File: config.mk
export PLATFORM = sky130hd
export DESIGN_NAME = packed_array_engine
export DESIGN_NICKNAME = d
export VERILOG_FILES = /design/src/pae_pkg.sv /design/src/pae_mem.sv /design/src/pae_div.sv /design/src/packed_array_engine.sv
export SDC_FILE = /design/constraint.sdc
export NUM_CORES = 2
export LEC_CHECK = 0
export BUFFER_PORTS_ARGS = -buffer_cell sky130_fd_sc_hd__buf_2
export CAP_MARGIN = 10
export CORE_MARGIN = 4
export CORE_UTILIZATION = 55
export CTS_CLUSTER_SIZE = 12
export DETAILED_ROUTE_END_ITERATION = 16
export GPL_ROUTABILITY_DRIVEN = 0
export GPL_TIMING_DRIVEN = 0
export PLACE_DENSITY = 0.81
export REMOVE_ABC_BUFFERS = 1
export SYNTH_ARGS = -nofsm -noshare
export SYNTH_HDL_FRONTEND = slang
export SYNTH_HIERARCHICAL = 1
export SYNTH_SLANG_ARGS = --single-unit
export TNS_END_PERCENT = 20
File: constraint.sdc
create_clock -name clk_i -period 5.5 [get_ports clk_i]
set_input_delay 0.275 -clock clk_i [delete_from_list [all_inputs] [get_ports clk_i]]
set_output_delay 0.275 -clock clk_i [all_outputs]
set_load 0.03 [all_outputs]
File: src/pae_pkg.sv
// ----------------------------------------------------------------------------
// pae_pkg
// Types and codes of the packed array engine.
// ----------------------------------------------------------------------------
package pae_pkg;

  // command codes
  localparam logic [3:0] CMD_INS = 4'd0;
  localparam logic [3:0] CMD_DEL = 4'd1;
  localparam logic [3:0] CMD_GET = 4'd2;
  localparam logic [3:0] CMD_SET = 4'd3;
  localparam logic [3:0] CMD_LIN = 4'd4;
  localparam logic [3:0] CMD_BIN = 4'd5;
  localparam logic [3:0] CMD_MAX = 4'd6;
  localparam logic [3:0] CMD_MIN = 4'd7;
  localparam logic [3:0] CMD_SUM = 4'd8;
  localparam logic [3:0] CMD_AVG = 4'd9;
  localparam logic [3:0] CMD_REV = 4'd10;

  // status codes
  typedef enum logic [2:0] {
    ST_OK    = 3'd0,
    ST_RANGE = 3'd1,
    ST_MISS  = 3'd2,
    ST_FULL  = 3'd3,
    ST_EMPTY = 3'd4
  } status_e;

  localparam logic [6:0] CAP_RESET = 7'd64;
  localparam int unsigned VAL_W = 39;

  typedef struct packed {
    logic [3:0]         cmd;
    logic [5:0]         position;
    logic signed [31:0] data;
  } pae_in_t;

  typedef struct packed {
    logic signed [38:0] result_value;
    logic [5:0]         result_index;
    logic [2:0]         status;
  } pae_out_t;

endpackage

File: src/pae_mem.sv
// ----------------------------------------------------------------------------
// pae_mem
// Element store: one write port, one read port with registered data.
// ----------------------------------------------------------------------------
module pae_mem #(
  parameter int unsigned DEPTH = 64,
  parameter int unsigned AW    = 6
) (
  input  logic          clk_i,
  input  logic          we_i,
  input  logic [AW-1:0] waddr_i,
  input  logic [31:0]   wdata_i,
  input  logic [AW-1:0] raddr_i,
  output logic [31:0]   rdata_o
);

  logic [31:0] mem_q [DEPTH];
  logic [31:0] rdata_q;

  // write beat
  always_ff @(posedge clk_i) begin
    if (we_i) begin
      mem_q[waddr_i] <= wdata_i;
    end
  end

  // registered read
  always_ff @(posedge clk_i) begin
    rdata_q <= mem_q[raddr_i];
  end

  assign rdata_o = rdata_q;

endmodule

File: src/pae_div.sv
// ----------------------------------------------------------------------------
// pae_div
// Restoring divider, one quotient bit a cycle, truncating toward zero.
// ----------------------------------------------------------------------------
module pae_div #(
  parameter int unsigned NW = 39,
  parameter int unsigned DW = 7
) (
  input  logic                 clk_i,
  input  logic                 rst_ni,
  input  logic                 start_i,
  input  logic signed [NW-1:0] dividend_i,
  input  logic [DW-1:0]        divisor_i,
  output logic                 done_o,
  output logic signed [NW-1:0] quotient_o
);

  localparam int unsigned CNTW = $clog2(NW + 1);

  logic [DW:0]     rem_q, rem_d;
  logic [NW-1:0]   quo_q, quo_d;
  logic [DW-1:0]   dvs_q, dvs_d;
  logic            neg_q, neg_d;
  logic [CNTW-1:0] cnt_q, cnt_d;
  logic            busy_q, busy_d;
  logic            done_q, done_d;
  logic [DW:0]     rem_sh;
  logic [DW:0]     rem_sub;

  assign rem_sh  = {rem_q[DW-1:0], quo_q[NW-1]};
  assign rem_sub = rem_sh - {1'b0, dvs_q};

  // one step per cycle
  always_comb begin
    rem_d  = rem_q;
    quo_d  = quo_q;
    dvs_d  = dvs_q;
    neg_d  = neg_q;
    cnt_d  = cnt_q;
    busy_d = busy_q;
    done_d = 1'b0;
    if (start_i) begin
      rem_d  = '0;
      quo_d  = dividend_i[NW-1] ? (~dividend_i + 1'b1) : dividend_i;
      dvs_d  = divisor_i;
      neg_d  = dividend_i[NW-1];
      cnt_d  = CNTW'(NW);
      busy_d = 1'b1;
    end else if (busy_q) begin
      if (rem_sh >= {1'b0, dvs_q}) begin
        rem_d = rem_sub;
        quo_d = {quo_q[NW-2:0], 1'b1};
      end else begin
        rem_d = rem_sh;
        quo_d = {quo_q[NW-2:0], 1'b0};
      end
      cnt_d = cnt_q - 1'b1;
      if (cnt_q == CNTW'(1)) begin
        busy_d = 1'b0;
        done_d = 1'b1;
      end
    end
  end

  always_ff @(posedge clk_i or negedge rst_ni) begin
    if (!rst_ni) begin
      cnt_q  <= '0;
      busy_q <= 1'b0;
      done_q <= 1'b0;
    end else begin
      cnt_q  <= cnt_d;
      busy_q <= busy_d;
      done_q <= done_d;
    end
  end

  always_ff @(posedge clk_i) begin
    rem_q <= rem_d;
    quo_q <= quo_d;
    dvs_q <= dvs_d;
    neg_q <= neg_d;
  end

  assign done_o     = done_q;
  assign quotient_o = neg_q ? (~quo_q + 1'b1) : quo_q;

endmodule

File: src/packed_array_engine.sv
// ----------------------------------------------------------------------------
// packed_array_engine
// Packed array of signed words with insert, delete, search and reductions.
// ----------------------------------------------------------------------------
// Usage:
//   Command beats enter on in_valid_i/in_ready_o, one result beat leaves on
//   out_valid_o/out_ready_i for every command. in_ready_o is high only while
//   the sequencer is idle; one command is worked on at a time.
//   The element store has a single read port with registered data, so each
//   element visited takes a read state and then a use state. Insert moves
//   the entries from the position up by one and then writes the new word,
//   delete shifts the entries behind it down, reductions visit every entry,
//   linear search stops at a hit, reverse swaps the entries pair by pair
//   and binary search probes until it hits or its bounds cross. Average
//   then runs the one-bit-per-cycle divider (NW = 33 + log2(DEPTH)).
//   Get reads one entry, set writes one; refused commands go straight out.
//   The capacity register is written by cfg_we_i/cfg_data_i without a wait.
//   Reset empties the array (count zero) and sets the capacity to 64; no
//   clearing pass is needed. A finished result sits in an output register;
//   while the receiver stalls, the next command may be accepted and the
//   sequencer holds its result until the output register frees.
// ----------------------------------------------------------------------------
module packed_array_engine #(
  parameter int unsigned DEPTH = 64
) (
  input  logic              clk_i,
  input  logic              rst_ni,
  input  logic              in_valid_i,
  output logic              in_ready_o,
  input  pae_pkg::pae_in_t  in_data_i,
  output logic              out_valid_o,
  input  logic              out_ready_i,
  output pae_pkg::pae_out_t out_data_o,
  input  logic              cfg_we_i,
  input  logic [6:0]        cfg_data_i
);

  import pae_pkg::*;

  localparam int unsigned AW   = $clog2(DEPTH);
  localparam int unsigned CW   = $clog2(DEPTH + 1);
  localparam int unsigned CMPW = ((CW > 7) ? CW : 7) + 1;
  localparam int unsigned SW   = 33 + $clog2(DEPTH);

  localparam logic [3:0] S_IDLE = 4'd0;
  localparam logic [3:0] S_RD   = 4'd1;
  localparam logic [3:0] S_USE  = 4'd2;
  localparam logic [3:0] S_BS   = 4'd3;
  localparam logic [3:0] S_WB   = 4'd4;
  localparam logic [3:0] S_RV2  = 4'd5;
  localparam logic [3:0] S_RV3  = 4'd6;
  localparam logic [3:0] S_DIV  = 4'd7;
  localparam logic [3:0] S_OUT  = 4'd8;

  logic [3:0]           state_q, state_d;
  logic [3:0]           cmd_q, cmd_d;
  logic [5:0]           pos_q, pos_d;
  logic signed [31:0]   key_q, key_d;
  logic [CW-1:0]        n_q, n_d;
  logic [CW-1:0]        count_q, count_d;
  logic [AW-1:0]        ptr_q, ptr_d;
  logic signed [CW:0]   lo_q, lo_d, hi_q, hi_d;
  logic signed [SW-1:0] acc_q, acc_d;
  logic [31:0]          tmp_q, tmp_d;
  logic signed [38:0]   val_q, val_d;
  logic [5:0]           idx_q, idx_d;
  logic [2:0]           st_q, st_d;
  logic [6:0]           cap_q;
  pae_out_t             out_q;
  logic                 out_valid_q;

  logic                 mem_we;
  logic [AW-1:0]        mem_waddr, mem_raddr;
  logic [31:0]          mem_wdata, mem_rdata;
  logic                 div_start, div_done;
  logic signed [SW-1:0] div_quo;

  logic [CMPW-1:0]      cnt_x, posin_x, pos_x, n_x, ptr_x, cap_x, capeff_x;
  logic [AW-1:0]        rev_j;
  logic signed [SW-1:0] word_ext;
  logic signed [CW+1:0] mid_sum;
  logic signed [CW:0]   ptr_s;
  logic signed [SW+38:0] quo_wide;
  logic [AW+5:0]        ptr_wide;
  logic                 out_free;

  // widened views for compares
  assign cnt_x    = {{(CMPW-CW){1'b0}}, count_q};
  assign posin_x  = {{(CMPW-6){1'b0}}, in_data_i.position};
  assign pos_x    = {{(CMPW-6){1'b0}}, pos_q};
  assign n_x      = {{(CMPW-CW){1'b0}}, n_q};
  assign ptr_x    = {{(CMPW-AW){1'b0}}, ptr_q};
  assign cap_x    = {{(CMPW-7){1'b0}}, cap_q};
  assign capeff_x = (cap_x > CMPW'(DEPTH)) ? CMPW'(DEPTH) : cap_x;
  assign rev_j    = AW'(n_x - ptr_x - CMPW'(1));
  assign word_ext = {{(SW-32){mem_rdata[31]}}, mem_rdata};
  assign mid_sum  = {lo_q[CW], lo_q} + {hi_q[CW], hi_q};
  assign ptr_s    = {{(CW+1-AW){1'b0}}, ptr_q};
  assign quo_wide = {{39{div_quo[SW-1]}}, div_quo};
  assign ptr_wide = {6'b0, ptr_q};
  assign out_free = !out_valid_q || out_ready_i;

  assign in_ready_o = (state_q == S_IDLE);
  assign mem_raddr  = (state_q == S_USE && cmd_q == CMD_REV) ? rev_j : ptr_q;
  assign div_start  = (state_q == S_USE) && (cmd_q == CMD_AVG) &&
                      (ptr_x + CMPW'(1) >= n_x);

  // sequencer
  always_comb begin
    state_d   = state_q;
    cmd_d     = cmd_q;
    pos_d     = pos_q;
    key_d     = key_q;
    n_d       = n_q;
    count_d   = count_q;
    ptr_d     = ptr_q;
    lo_d      = lo_q;
    hi_d      = hi_q;
    acc_d     = acc_q;
    tmp_d     = tmp_q;
    val_d     = val_q;
    idx_d     = idx_q;
    st_d      = st_q;
    mem_we    = 1'b0;
    mem_waddr = ptr_q;
    mem_wdata = mem_rdata;
    unique case (state_q)
      S_IDLE: begin
        if (in_valid_i) begin
          cmd_d = in_data_i.cmd;
          pos_d = in_data_i.position;
          key_d = in_data_i.data;
          n_d   = count_q;
          ptr_d = '0;
          acc_d = '0;
          val_d = '0;
          idx_d = '0;
          st_d  = ST_OK;
          state_d = S_OUT;
          unique case (in_data_i.cmd)
            CMD_INS: begin
              if (cnt_x >= capeff_x) begin
                st_d = ST_FULL;
              end else if (posin_x > cnt_x) begin
                st_d = ST_RANGE;
              end else if (posin_x == cnt_x) begin
                state_d = S_WB;
              end else begin
                ptr_d   = AW'(cnt_x - CMPW'(1));
                state_d = S_RD;
              end
            end
            CMD_DEL, CMD_GET: begin
              if (posin_x >= cnt_x) begin
                st_d = ST_RANGE;
              end else begin
                ptr_d   = AW'(posin_x);
                state_d = S_RD;
              end
            end
            CMD_SET: begin
              if (posin_x >= cnt_x) begin
                st_d = ST_RANGE;
              end else begin
                state_d = S_WB;
              end
            end
            CMD_LIN: begin
              if (count_q == '0) begin
                st_d = ST_MISS;
              end else begin
                state_d = S_RD;
              end
            end
            CMD_BIN: begin
              st_d    = ST_MISS;
              lo_d    = '0;
              hi_d    = {1'b0, count_q} - 1'b1;
              state_d = S_BS;
            end
            CMD_MAX, CMD_MIN, CMD_SUM, CMD_AVG: begin
              if (count_q == '0) begin
                st_d = ST_EMPTY;
              end else begin
                state_d = S_RD;
              end
            end
            CMD_REV: begin
              if (cnt_x >= CMPW'(2)) begin
                state_d = S_RD;
              end
            end
            default: begin
              state_d = S_OUT;
            end
          endcase
        end
      end
      S_RD: begin
        state_d = S_USE;
      end
      S_USE: begin
        state_d = S_RD;
        unique case (cmd_q)
          CMD_INS: begin
            mem_we    = 1'b1;
            mem_waddr = ptr_q + 1'b1;
            if (ptr_x == pos_x) begin
              state_d = S_WB;
            end else begin
              ptr_d = ptr_q - 1'b1;
            end
          end
          CMD_DEL: begin
            if (ptr_x == pos_x) begin
              val_d = {{7{mem_rdata[31]}}, mem_rdata};
            end else begin
              mem_we    = 1'b1;
              mem_waddr = ptr_q - 1'b1;
            end
            if (ptr_x + CMPW'(1) >= n_x) begin
              count_d = n_q - 1'b1;
              state_d = S_OUT;
            end else begin
              ptr_d = ptr_q + 1'b1;
            end
          end
          CMD_GET: begin
            val_d   = {{7{mem_rdata[31]}}, mem_rdata};
            state_d = S_OUT;
          end
          CMD_LIN: begin
            if ($signed(mem_rdata) == key_q) begin
              idx_d   = ptr_wide[5:0];
              state_d = S_OUT;
            end else if (ptr_x + CMPW'(1) >= n_x) begin
              st_d    = ST_MISS;
              state_d = S_OUT;
            end else begin
              ptr_d = ptr_q + 1'b1;
            end
          end
          CMD_BIN: begin
            state_d = S_BS;
            if ($signed(mem_rdata) == key_q) begin
              idx_d   = ptr_wide[5:0];
              st_d    = ST_OK;
              state_d = S_OUT;
            end else if (key_q < $signed(mem_rdata)) begin
              hi_d = ptr_s - 1'b1;
            end else begin
              lo_d = ptr_s + 1'b1;
            end
          end
          CMD_MAX, CMD_MIN, CMD_SUM, CMD_AVG: begin
            // shared compare / add unit
            if (cmd_q == CMD_SUM || cmd_q == CMD_AVG) begin
              acc_d = acc_q + word_ext;
            end else if (ptr_q == '0) begin
              acc_d = word_ext;
            end else if (cmd_q == CMD_MAX ? (word_ext > acc_q) : (word_ext < acc_q)) begin
              acc_d = word_ext;
            end
            if (ptr_x + CMPW'(1) >= n_x) begin
              state_d = (cmd_q == CMD_AVG) ? S_DIV : S_OUT;
              if (cmd_q != CMD_AVG) begin
                val_d = 39'(acc_d);
              end
            end else begin
              ptr_d = ptr_q + 1'b1;
            end
          end
          CMD_REV: begin
            tmp_d   = mem_rdata;
            state_d = S_RV2;
          end
          default: begin
            state_d = S_OUT;
          end
        endcase
      end
      S_RV2: begin
        mem_we    = 1'b1;
        mem_waddr = ptr_q;
        state_d   = S_RV3;
      end
      S_RV3: begin
        mem_we    = 1'b1;
        mem_waddr = rev_j;
        mem_wdata = tmp_q;
        if (ptr_x + CMPW'(1) >= (n_x >> 1)) begin
          state_d = S_OUT;
        end else begin
          ptr_d   = ptr_q + 1'b1;
          state_d = S_RD;
        end
      end
      S_BS: begin
        if (lo_q > hi_q) begin
          state_d = S_OUT;
        end else begin
          ptr_d   = AW'(mid_sum >>> 1);
          state_d = S_RD;
        end
      end
      S_WB: begin
        mem_we    = 1'b1;
        mem_waddr = AW'(pos_x);
        mem_wdata = key_q;
        if (cmd_q == CMD_INS) begin
          count_d = n_q + 1'b1;
        end
        state_d = S_OUT;
      end
      S_DIV: begin
        if (div_done) begin
          val_d   = quo_wide[38:0];
          state_d = S_OUT;
        end
      end
      S_OUT: begin
        if (out_free) begin
          state_d = S_IDLE;
        end
      end
      default: begin
        state_d = S_IDLE;
      end
    endcase
  end

  // control registers
  always_ff @(posedge clk_i or negedge rst_ni) begin
    if (!rst_ni) begin
      state_q     <= S_IDLE;
      count_q     <= '0;
      cap_q       <= CAP_RESET;
      out_valid_q <= 1'b0;
    end else begin
      state_q <= state_d;
      count_q <= count_d;
      if (cfg_we_i) begin
        cap_q <= cfg_data_i;
      end
      if (state_q == S_OUT && out_free) begin
        out_valid_q <= 1'b1;
      end else if (out_ready_i) begin
        out_valid_q <= 1'b0;
      end
    end
  end

  // working registers and output beat
  always_ff @(posedge clk_i) begin
    cmd_q <= cmd_d;
    pos_q <= pos_d;
    key_q <= key_d;
    n_q   <= n_d;
    ptr_q <= ptr_d;
    lo_q  <= lo_d;
    hi_q  <= hi_d;
    acc_q <= acc_d;
    tmp_q <= tmp_d;
    val_q <= val_d;
    idx_q <= idx_d;
    st_q  <= st_d;
    if (state_q == S_OUT && out_free) begin
      out_q.result_value <= val_q;
      out_q.result_index <= idx_q;
      out_q.status       <= st_q;
    end
  end

  assign out_valid_o = out_valid_q;
  assign out_data_o  = out_q;

  pae_mem #(
    .DEPTH (DEPTH),
    .AW    (AW)
  ) u_mem (
    .clk_i   (clk_i),
    .we_i    (mem_we),
    .waddr_i (mem_waddr),
    .wdata_i (mem_wdata),
    .raddr_i (mem_raddr),
    .rdata_o (mem_rdata)
  );

  pae_div #(
    .NW (SW),
    .DW (CW)
  ) u_div (
    .clk_i      (clk_i),
    .rst_ni     (rst_ni),
    .start_i    (div_start),
    .dividend_i (acc_d),
    .divisor_i  (n_q),
    .done_o     (div_done),
    .quotient_o (div_quo)
  );

endmodule

==> impl_metrics.env <==
export IMPL_synth_cells=5879
export IMPL_syn2layout_area_growth_pct=15.6
export IMPL_hold_viol_final=0
export IMPL_drt_wl_total_mm=310
export IMPL_layout_nets=6441
export IMPL_layout_drive_gt1_share=0.218
export IMPL_worst_setup_path_end_kind="register"
export IMPL_ios=104
export IMPL_htreeDepth=4
export IMPL_p_per_area_nw_per_um2=564
export IMPL_violations="setup timing"
export IMPL_start_util=0.553
export IMPL_cp_arrival_ns=6.31
export IMPL_via_count=62600
export IMPL_status="finished, violations left"
export IMPL_dieWidth_um=437
export IMPL_via_per_inst=7.10
export IMPL_crit_fanout=15
export IMPL_clk_latency_ns=0.89
export IMPL_synth_main_ff_cell="edfxtp_1"
export IMPL_synth_top_area_share=0.681
export IMPL_wl_per_cell_um=35.2
export IMPL_fin_crit_ns=5.61
export IMPL_clk_pin_slew_worst_paths_ns=0.06
export IMPL_setup_viol_count_final=6
export IMPL_clock_skew_ns=0.0685
export IMPL_slowest_stage="nand2b_1"
export IMPL_first_pass_iters=10
export IMPL_crit_chain="inv_1, ha_1, a21oi_1, o21bai_1, a21oi_1, xnor2_1, o21ai_2, buf_8, nand2b_1, o221ai_1, a21oi_1, a21oi_1, a311oi_1"
export IMPL_ant_nets=0
export IMPL_drcViolationCount=0
export IMPL_ir_drop_uv=399
export IMPL_final_util=0.639
export IMPL_synth_cell_types=99
export IMPL_numCtsBuffers=228
export IMPL_syn_avg_cell_area_um2=17.2
export IMPL_critPathMostFrequentCell="a21oi_1"
export IMPL_path_class="reg2reg"
export IMPL_ys_ff_latch=2398
export IMPL_grt_start_max_net_pins=74
export IMPL_grt_pass1_vias=62100
export IMPL_synth_async_reset_ratio=0.0113
export IMPL_critPathRequiredTime_ns=6.20
export IMPL_clock_path_buffers=3
export IMPL_total_power_mw=65.9
export IMPL_cts_sinks=2398
export IMPL_max_freq_ghz=0.178
export IMPL_dp_cells=8318
export IMPL_netlist_area_um2=101000
export IMPL_die_height_um=437
export IMPL_synth_edf_count=2293
export IMPL_cts_tree="done"
export IMPL_slew_violations=0
export IMPL_dpl_cell_area_um2=108000
export IMPL_die_area_um2=191000
export IMPL_finalCritPeriodShare=1.02
export IMPL_fin_cells=8816
export IMPL_core_area_um2=183000
export IMPL_drt_iter0_drc=10900
export IMPL_ys_warn_count=6
export IMPL_seq_area_frac_synth=0.703
export IMPL_yosysMostFrequentCell="edfxtp_1"
export IMPL_p_leak_nw=38.0
export IMPL_synth_top_area_cell="edfxtp_1"
export IMPL_hpwl_mm=179
export IMPL_grtUsageTotal=0.318
export IMPL_grt_antenna_before_repair=17
export IMPL_rsz0062_at_grt="yes"
export IMPL_slew_headroom=0.0903
export IMPL_synthTopCellsByArea="edfxtp_1 (68%), mux4_2 (9.9%), mux2i_1 (2.3%), ha_1 (2.2%), dfxtp_1 (1.5%)"
export IMPL_slowest_delay_ns=0.80
export IMPL_port_buffer_count=103
export IMPL_grt_pass1_wl_mm=441
export IMPL_hold_class="in2reg"
export IMPL_ys_top_cells_by_count="edfxtp_1 (2293), mux4_2 (446), nor2_1 (309), a21oi_1 (242), mux2i_1 (234)"
export IMPL_clockRootBuffer="clkbuf_16"
export IMPL_placementRows=157
export IMPL_maxCapViolCount=0
export IMPL_fin_area_um2=117000
export IMPL_dpl_worst_slack_ns=-2.85
export IMPL_worst_slack_ns=-0.111
export IMPL_worst_pin_slew_ns=1.36
export IMPL_start_kind="register"
export IMPL_grt_ovfl_total=0
-- logic make-up (layout without fill, tap and decap cells) --
| group | Yosys count | after routing | synth area share |
|---|---|---|---|
| flip-flops | 2398 | 2398 | 0.703 |
| other | 0 | 6 | 0 |
| XOR/XNOR | 152 | 152 | 0.0132 |
| multiplexers | 699 | 701 | 0.125 |
| AO/OA/AOI/OAI | 1028 | 1028 | 0.0681 |
| adder cells (fa/ha/maj) | 180 | 180 | 0.0226 |
| AND/OR/NAND/NOR | 940 | 940 | 0.0451 |
| buffers and inverters | 482 | 947 | 0.0233 |
-- metrics by stage --
step                setup TNS [ns]  hold slack, ns
floorplan                 -7637.76         -0.0206
global placement                 -           0.326
detailed placement         -480.66           0.333
CTS                              0          0.0705
global route                 -1.87           0.117
finish                      -0.314           0.121
-- where the power goes --
part	switching [mW]	internal [mW]
Sequential	1.14	23.6
Clock	6.87	7.90
Combinational	17.1	9.25
Total	25.1	40.7
-- sequential cells by signal, summed over array words and instances, names as in the netlist, 3 cells and up --
signal / flops
n_q: 7
lo_q: 7
state_q: 4
ptr_q: 6
count_q: 7
val_q: 39
tmp_q: 32
u_div/cnt_q: 6
cmd_q: 4
u_mem/mem_q: 2048
u_div/dvs_q: 7
st_q: 3
key_q: 32
out_data_o: 48
idx_q: 6
hi_q: 8
u_mem/rdata_o: 32
u_div/quo_q: 39
cap_q: 7
u_div/rem_q: 7
pos_q: 6
acc_q: 39
-- cells in the final DEF, fill, tap and decap left out, types with 47 or more instances in the layout --
cell,synthesis,final
nor2_1,309,235
dlygate4sd3_1,0,61
nand3_1,92,89
clkbuf_1,162,93
buf_2,62,103
xor2_1,47,47
mux2i_1,234,232
o21ai_0,149,138
a22oi_1,140,136
o22ai_1,60,59
buf_12,3,132
ha_1,175,153
nor2_4,0,70
buf_16,0,50
inv_1,161,157
edfxtp_1,2293,2293
dfxtp_1,78,52
mux4_2,446,446
xnor2_1,105,105
clkbuf_16,0,230
nand2_1,209,199
a21oi_1,242,204
buf_4,31,51
-- layer usage --
metal / share of wire / track usage / vias up / wire, um
met4: 0.083 / 0.211 / 22 / 25700
li1: - / - / 24300 / -
met3: 0.14 / 0.101 / 1384 / 44800
met1: 0.31 / 0.388 / 30800 / 97200
met2: 0.46 / 0.491 / 6083 / 142000
met5: 0.00054 / 0 / - / 168
-- critical path, delay by kind of cell, from the launching register on --
| family | cells | cell delay (ns) |
|---|---|---|
| compound gates | 8 | 2.75 |
| xor+xnor | 1 | 0.17 |
| fa+ha+maj | 1 | 0.41 |
| buf+inv | 2 | 0.54 |
| flops | 1 | 0.77 |
| simple gates | 1 | 0.80 |
-- worst paths after layout --
kind / from / to / slack, ns / cells after the start
worst max-delay path: ptr_q[2] / u_mem/rdata_o[21] / -0.11 / 13
worst min-delay path: in_data_i[6] / key_q[6] / 0.12 / 2
worst max register to register: ptr_q[2] / u_mem/rdata_o[21] / -0.11 / 13
worst min register to register: val_q[15] / out_data_o[24] / 0.42 / 0
max in group asynchronous: rst_ni / cap_q[0] / 4.82 / 4
min in group asynchronous: rst_ni / count_q[5] / 0.49 / 4
-- area by class of cell --
class                      count  area (um2)
sequential                  2398       71100
fill                       11300       66000
multi-input combinational   3001       29600
clock buffer                 332        6230
timing repair buffer         410        5690
tap                         2464        3080
inverter                     167         657
clock inverter                37         448
antenna                        6        15.0
timing repair inverter         1        8.76
-- repair_timing --
action	4_1_cts	5_1_grt
hold buffers	62	0
pin swaps	17	18
setup endpoints to repair	1892	643
gates resized for setup	100	97
buffers inserted	29	27
gates cloned	3	0
endpoints found under the hold margin	90	0
(Power assumes the default switching activity.)
